--- src/rtl/sip_skid.sv ---
module sip_skid #(
    parameter int W = 8
) (
    input  logic         clk,
    input  logic         rst_n,
    input  logic         in_valid,
    input  logic [W-1:0] in_data,
    output logic         advance,
    output logic         out_valid,
    input  logic         out_ready,
    output logic [W-1:0] out_data
);

    logic         out_v_reg;
    logic         sk_v_reg;
    logic [W-1:0] out_d_reg;
    logic [W-1:0] sk_d_reg;
    logic         push;

    assign advance = !sk_v_reg;
    assign push    = in_valid && advance;

    always_ff @(posedge clk or negedge rst_n)
    begin
        if (!rst_n)
        begin
            out_v_reg <= 1'b0;
            sk_v_reg  <= 1'b0;
        end
        else if (out_v_reg && !out_ready)
        begin
            if (push)
            begin
                sk_v_reg <= 1'b1;
            end
        end
        else if (sk_v_reg)
        begin
            out_v_reg <= 1'b1;
            sk_v_reg  <= 1'b0;
        end
        else
        begin
            out_v_reg <= push;
        end
    end

    always_ff @(posedge clk)
    begin
        if (out_v_reg && !out_ready)
        begin
            if (push)
            begin
                sk_d_reg <= in_data;
            end
        end
        else if (sk_v_reg)
        begin
            out_d_reg <= sk_d_reg;
        end
        else if (push)
        begin
            out_d_reg <= in_data;
        end
    end

    assign out_valid = out_v_reg;
    assign out_data  = out_d_reg;

endmodule

--- config.mk ---
export PLATFORM = sky130hd
export DESIGN_NAME = sip_skid
export DESIGN_NICKNAME = d
export VERILOG_FILES = /design/src/rtl/sip_skid.sv
export SDC_FILE = /design/constraint.sdc
export NUM_CORES = 1
export LEC_CHECK = 0
export ABC_AREA = 0
export BUFFER_PORTS_ARGS = -buffer_cell sky130_fd_sc_hd__buf_2
export CORE_MARGIN = 2
export CORE_UTILIZATION = 51
export CTS_CLUSTER_SIZE = 25
export DETAILED_ROUTE_END_ITERATION = 12
export PLACE_DENSITY_LB_ADDON = 0.05
export SLEW_MARGIN = 10
export SYNTH_ARGS = -nofsm -noshare
export SYNTH_HDL_FRONTEND = slang
export SYNTH_SLANG_ARGS = --single-unit
--- constraint.sdc ---
create_clock -name clk -period 3.6 [get_ports clk]
set_input_delay 0.54 -clock clk [delete_from_list [all_inputs] [get_ports clk]]
set_output_delay 0.54 -clock clk [all_outputs]
set_load 0.1 [all_outputs]
# Word level (Yosys, flattened, before mapping)
# Index checks and enable logic that the tools add are counted.
# Widths: inputs -> output; s select.
# totals
register_bits	18
input_bits	12
output_inout_bits	10
# op_classes
bitwise	1
eq_ne	1
mux	5
n_reduce_logical	7
# ops
operator	count
$mux 8	2
$reduce_and 2->1	2
$mux 1	3
$logic_and 1x1->1	2
$logic_not 1->1	2
$ne 2x2->1 const B	1
$reduce_bool 2->1	1
$not 1->1	1

# Logic depth before layout (Yosys ltp)
# Gate-level depths: netlist of run 1.
# depth
depth_word	4
ltp_mapped	2
depth_no_buf	2

# Worst setup path after synthesis of run 1
# No wires, ideal clock.
# synth_timing
path_kind	register to register
start	register out_v_reg (netlist: out_valid)
end	register sk_d_reg[0], enable pin
setup_ns	0.385
stages_incl_launch_ff	3
t_arrival_ns	1.842
setup_slack_ns	1.373
required_ns	3.215
n_path_buf	0
period_less_slack_ns	2.227
cell_sequence	dfrtp_1 -> nand2b_1 -> nor3b_1
# synth_between
elab_chain_len	2
# synth_lines
item	line_no	rtl
start, declared	14	logic out_v_reg;
start signal, assigned	44	out_v_reg <= push;
$logic_and 1x1->1	50	if (out_v_reg && !out_ready)
$reduce_and 2->1 (no source line)	-	
end signal, assigned	54	sk_d_reg <= in_data;
end, declared	17	logic [W-1:0] sk_d_reg;
# No other way between the ends.
# A chain may end at the register's enable or synchronous reset.

# Worst setup path after layout of run 1
# layout_timing
start	register sk_v_reg
end	output advance
# layout_between
elab_chain_len	1
# layout_lines
item	line_no	rtl
start, declared	15	logic sk_v_reg;
start signal, assigned	28	sk_v_reg <= 1'b0;
start signal, assigned	34	sk_v_reg <= 1'b1;
start signal, assigned	40	sk_v_reg <= 1'b0;
$logic_not 1->1	20	assign advance = !sk_v_reg;
end, declared	8	output logic advance,
# No other way between the ends.

==> impl_metrics.yaml, run 1 <==
placed_design:
  gp_congestion: 0.6478
  dpl_cell_area_sq_um: 809.5
  post-place-cells: 69
  io_buffers: 21
worst_setup_path:
  start_kind: "register"
  crit_type: "reg2out"
  crit_required_ps: 3060
  path_cells: "inv_1, buf_2"
  cp.arrival_ps: 1410
  endpoint_kind: "output pin"
  path_buf_inv: 2
  cp_max_fo: 11
  cp_slowest_cell: "dfrtp_1"
  crit_family: "flip-flops"
  critPathMaxStageDelay_ps: 590
grt:
  grt.overflow.total: 0
  grt_pass1_wl_mm: 1.400
  antenna_found_initial: 0
  grt.total_usage: 0.1331
  grt_max_degree: 12
  grt_pass1_vias: 357
worst_hold_path:
  hp-class: "in2async"
detailed_routing:
  drt-wirelength-per-cell_um: 13.62
  ant_nets: 0
  drc_errors: 0
  drtIter0Drc: 0
  route.final.wire_length_um: 994
  vias_per_cell: 4.918
  drt_first_pass_iters: 1
  vias: 359
die:
  io_pins: 22
  initial_core_util: 0.5424
  core_area_sq_um: 1285
  dieArea_sq_um: 1678
  core.rowCount: 13
  fp.dieH_um: 40.97
  die_w_um: 40.97
sta:
  maxSlewHeadroom: 0.2584
  maxSlewViolCount: 0
  rsz0062_at_grt: "false"
  skew_ps: 2.440
  worst_pin_slew_ps: 1110
  final.period_utilization: 0.5419
  finalCriticalPeriod_ps: 1951
  fin_setup_tns_ps: 0
  fmax_mhz: 512.6
  finalSetupViolCount: 0
  hold_viol_final: 0
  whs_ps: 20.20
clocking:
  cts_tree: "yes"
  clkSinkCount: 18
  cts_made_buffers: 3
  ctsHoldBuffers: 0
  post_cts_buffers: 0
  insertion_delay_ps: 280
  cts.clk_slew.worst_paths_ps: 100
  cts.root.buffer_cell: "clkbuf_4"
  clockBufferDepth: 2
  cts_resized: 0
  htreeDepth: 1
logic_synthesis:
  avgSynthCellArea_sq_um: 20.50
  yosysWarnings: 0
  syn-instance-count: 34
  synth_area_sq_um: 696.9
  ys_seq_area_frac: 0.7612
  ys_types: 10
  synth_seq_cells: 18
  syn-num-nets: 46
finish:
  fin_util: 0.6504
  final_cells: 73
  final_cell_mix: "buf_2 (21), edfxtp_1 (16), mux2_4 (8)"
  mostFrequentLayoutCell: "buf_2"
  fin_nets: 71
  num_antenna_cells: 0
  fin_area_sq_um: 835.8
  drive_above_1_share: 0.5517
  syn_to_final_growth_pct: 19.93
status:
  run_status: "complete, no violations"
power:
  p_leak_nw: 0.3452
  ir_drop_v: 0.0003634
  power-per-cell-area_nw_per_um2: 546.6
job:
  drv_cap: 0
==> kinds of logic (layout without fill, tap and decap cells) <==
group                  Yosys count  in the layout  share of synthesized area
AND/OR/NAND/NOR                  6              6                    0.04490
buffers and inverters            2             26                    0.02154
multiplexers                     8              8                     0.1724
flip-flops                      18             18                     0.7612
==> cells in the mapped netlist <==
cell type / count / area share
nor2_1: 2 / 0.011
mux2_4: 8 / 0.17
nand2_1: 1 / 0.0054
edfxtp_1: 16 / 0.69
nor2b_1: 1 / 0.0090
buf_6: 1 / 0.016
nor3b_1: 1 / 0.011
nand2b_1: 1 / 0.0090
inv_1: 1 / 0.0054
dfrtp_1: 2 / 0.072
==> layout make-up <==
class / count / area, sq um
Inverter: 1 / 3.754
Clock inverter: 1 / 3.754
Clock buffer: 3 / 22.52
Timing Repair Buffer: 21 / 105.1
Tap cell: 15 / 18.77
Fill cell: 97 / 449.2
Sequential cell: 18 / 530.5
Multi-Input combinational cell: 14 / 151.4
==> final timing paths <==
check | from | end | slack (ps) | cells after the start
setup / recovery | sk_v_reg | advance | 1650 | 2
hold / removal | rst_n | sk_v_reg | 20 | 1
max in group asynchronous | rst_n | out_valid | 3480 | 1
min in group clk | in_data[2] | sk_d_reg[2] | 440 | 1
hold reg to reg | sk_d_reg[4] | out_data[4] | 560 | 1
setup reg to reg | sk_v_reg | sk_d_reg[5] | 1660 | 1
==> routing by layer <==
layer,GRT usage,vias to the layer above,share of wire,wire (um)
met1,0.1429,171,0.41,404
met4,0.05000,0,0,0
met3,0.03261,0,0.055,55
met2,0.2461,14,0.54,534
li1,-,174,-,-
met5,0,-,0,0
==> through the flow <==
stage | worst slack, ps | total power [mW]
after floorplan | 1373 | 0.3462
after global placement | 1550 | 0.3618
after detailed placement | 1460 | 0.3645
after CTS | 1631 | 0.4581
after global routing | 1517 | 0.4725
final | 1649 | 0.4568
==> power breakdown <==
| part | internal, mW | leakage [nW] | total, mW | switching, mW |
|---|---|---|---|---|
| combinational | 0.0244 | 0.156 | 0.107 | 0.0828 |
| clock | 0.0402 | 0.0154 | 0.0981 | 0.0579 |
| sequential | 0.244 | 0.174 | 0.252 | 0.00745 |
| total | 0.309 | 0.345 | 0.457 | 0.148 |
No activity file was read; power rests on OpenSTA's default activity.
==> run 2: changes to the inputs <==
Settings changed: CORE_UTILIZATION 51 to 47.
Clock period 3.6 ns to 1.8 ns, I/O delays scaled along.
==> impl_metrics.yaml, run 2 (synthesized netlist as in run 1, its figures left out) <==
status:
  run_status: "complete, no violations"
worst_setup_path:
  path_cells: "inv_1, buf_2"
  critPathMaxStageDelay_ps: 600
  crit_family: "flip-flops"
  path_buf_inv: 2
  crit_type: "reg2out"
  start_kind: "register"
  cp_slowest_cell: "dfrtp_1"
  crit_required_ps: 1530
  cp.arrival_ps: 1430
  cp_max_fo: 11
  endpoint_kind: "output pin"
die:
  core.rowCount: 13
  io_pins: 22
  initial_core_util: 0.5162
  die_w_um: 42.51
  fp.dieH_um: 42.51
  dieArea_sq_um: 1807
  core_area_sq_um: 1350
sta:
  hold_viol_final: 0
  rsz0062_at_grt: "false"
  fin_setup_tns_ps: 0
  maxSlewViolCount: 0
  fmax_mhz: 589.4
  final.period_utilization: 0.9426
  finalCriticalPeriod_ps: 1697
  maxSlewHeadroom: 0.6079
  finalSetupViolCount: 0
  skew_ps: 7.984
  worst_pin_slew_ps: 588.2
placed_design:
  dpl_cell_area_sq_um: 838.3
  dpl.hpwl_um: 821.4
  gp_congestion: 0.6168
  io_buffers: 21
clocking:
  post_cts_buffers: 0
  cts_tree: "yes"
  cts_made_buffers: 3
  cts.root.buffer_cell: "clkbuf_4"
  ctsHoldBuffers: 1
  clockBufferDepth: 2
  cts_resized: 0
  clkSinkCount: 18
  insertion_delay_ps: 280
  htreeDepth: 1
  cts.clk_slew.worst_paths_ps: 100
finish:
  num_antenna_cells: 0
  fin_nets: 75
  fin_area_sq_um: 874.6
  mostFrequentLayoutCell: "buf_2"
  syn_to_final_growth_pct: 25.49
  drive_above_1_share: 0.5968
  final_cell_mix: "buf_2 (21), edfxtp_1 (16), mux2_4 (8)"
job:
  drv_cap: 0
detailed_routing:
  vias: 384
  route.final.wire_length_mm: 1.107
  drc_errors: 0
  drt_first_pass_iters: 4
  drtIter0Drc: 3
  drt-wirelength-per-cell_um: 14.38
  ant_nets: 0
  vias_per_cell: 4.987
power:
  p_leak_nw: 0.3657
  power-per-cell-area_nw_per_um2: 1062
  ir_drop_v: 0.0005182
grt:
  antenna_found_initial: 0
  grt_pass1_wl_mm: 1.773
  grt.total_usage: 0.1393
  grt_max_degree: 12
  grt.overflow.total: 0
  grt_pass1_vias: 376
worst_hold_path:
  hp-class: "in2reg"
-- run 2: worst paths after layout --
kind	from	slack (ps)	to	depth (start not counted)
max in group asynchronous	rst_n	1390	out_valid	2
max reg2reg	sk_v_reg	300	out_data[3]	3
min reg2reg	sk_d_reg[4]	560	out_data[4]	1
max	sk_v_reg	100	advance	2
min	in_data[6]	170	sk_d_reg[6]	1
min in group asynchronous	rst_n	300	sk_v_reg	2
-- run 2: worst register-to-register path, stage by stage, from the launching register on --
cell     delay, ps
dfrtp_1        730
nor2_1         170
nor2b_1        140
buf_4          180
-- run 2: layout make-up --
cell class	count	area [sq um]
Fill cell	107	475.5
Clock buffer	4	26.28
Timing Repair Buffer	25	137.6
Inverter	1	3.754
Multi-Input combinational cell	14	156.4
Tap cell	15	18.77
Sequential cell	18	531.8
-- run 2: metrics by stage --
stage,power [mW],setup slack [ps],std cells,util,hold slack (ps)
floorplan,0.6938,129.7,34,-,-25.59
detailed placement,0.7381,299.2,72,0.6209,56.22
global route,0.9623,45.35,77,0.6478,161.4
global placement,0.7310,386.6,72,0.6209,54.43
finish,0.9292,103.3,77,0.6478,169.6
CTS,0.9350,97.80,77,0.6478,161.0
-- run 2: power breakdown --
part           switching, mW  internal, mW  leakage [nW]  total (mW)
registers             0.0151         0.488         0.173       0.503
logic                  0.168        0.0566         0.178       0.225
clock network          0.115        0.0860        0.0150       0.201
total                  0.299         0.631         0.366       0.929
-- run 2: metal layers --
| layer | vias to the layer above | share of wire | wire length [um] | global-route usage |
|---|---|---|---|---|
| met5 | - | 0 | 0 | 0 |
| met2 | 13 | 0.55 | 607 | 0.2431 |
| li1 | 186 | - | - | - |
| met3 | 2 | 0.047 | 52 | 0.03017 |
| met4 | 0 | 0.0054 | 6 | 0.07500 |
| met1 | 183 | 0.40 | 440 | 0.1567 |
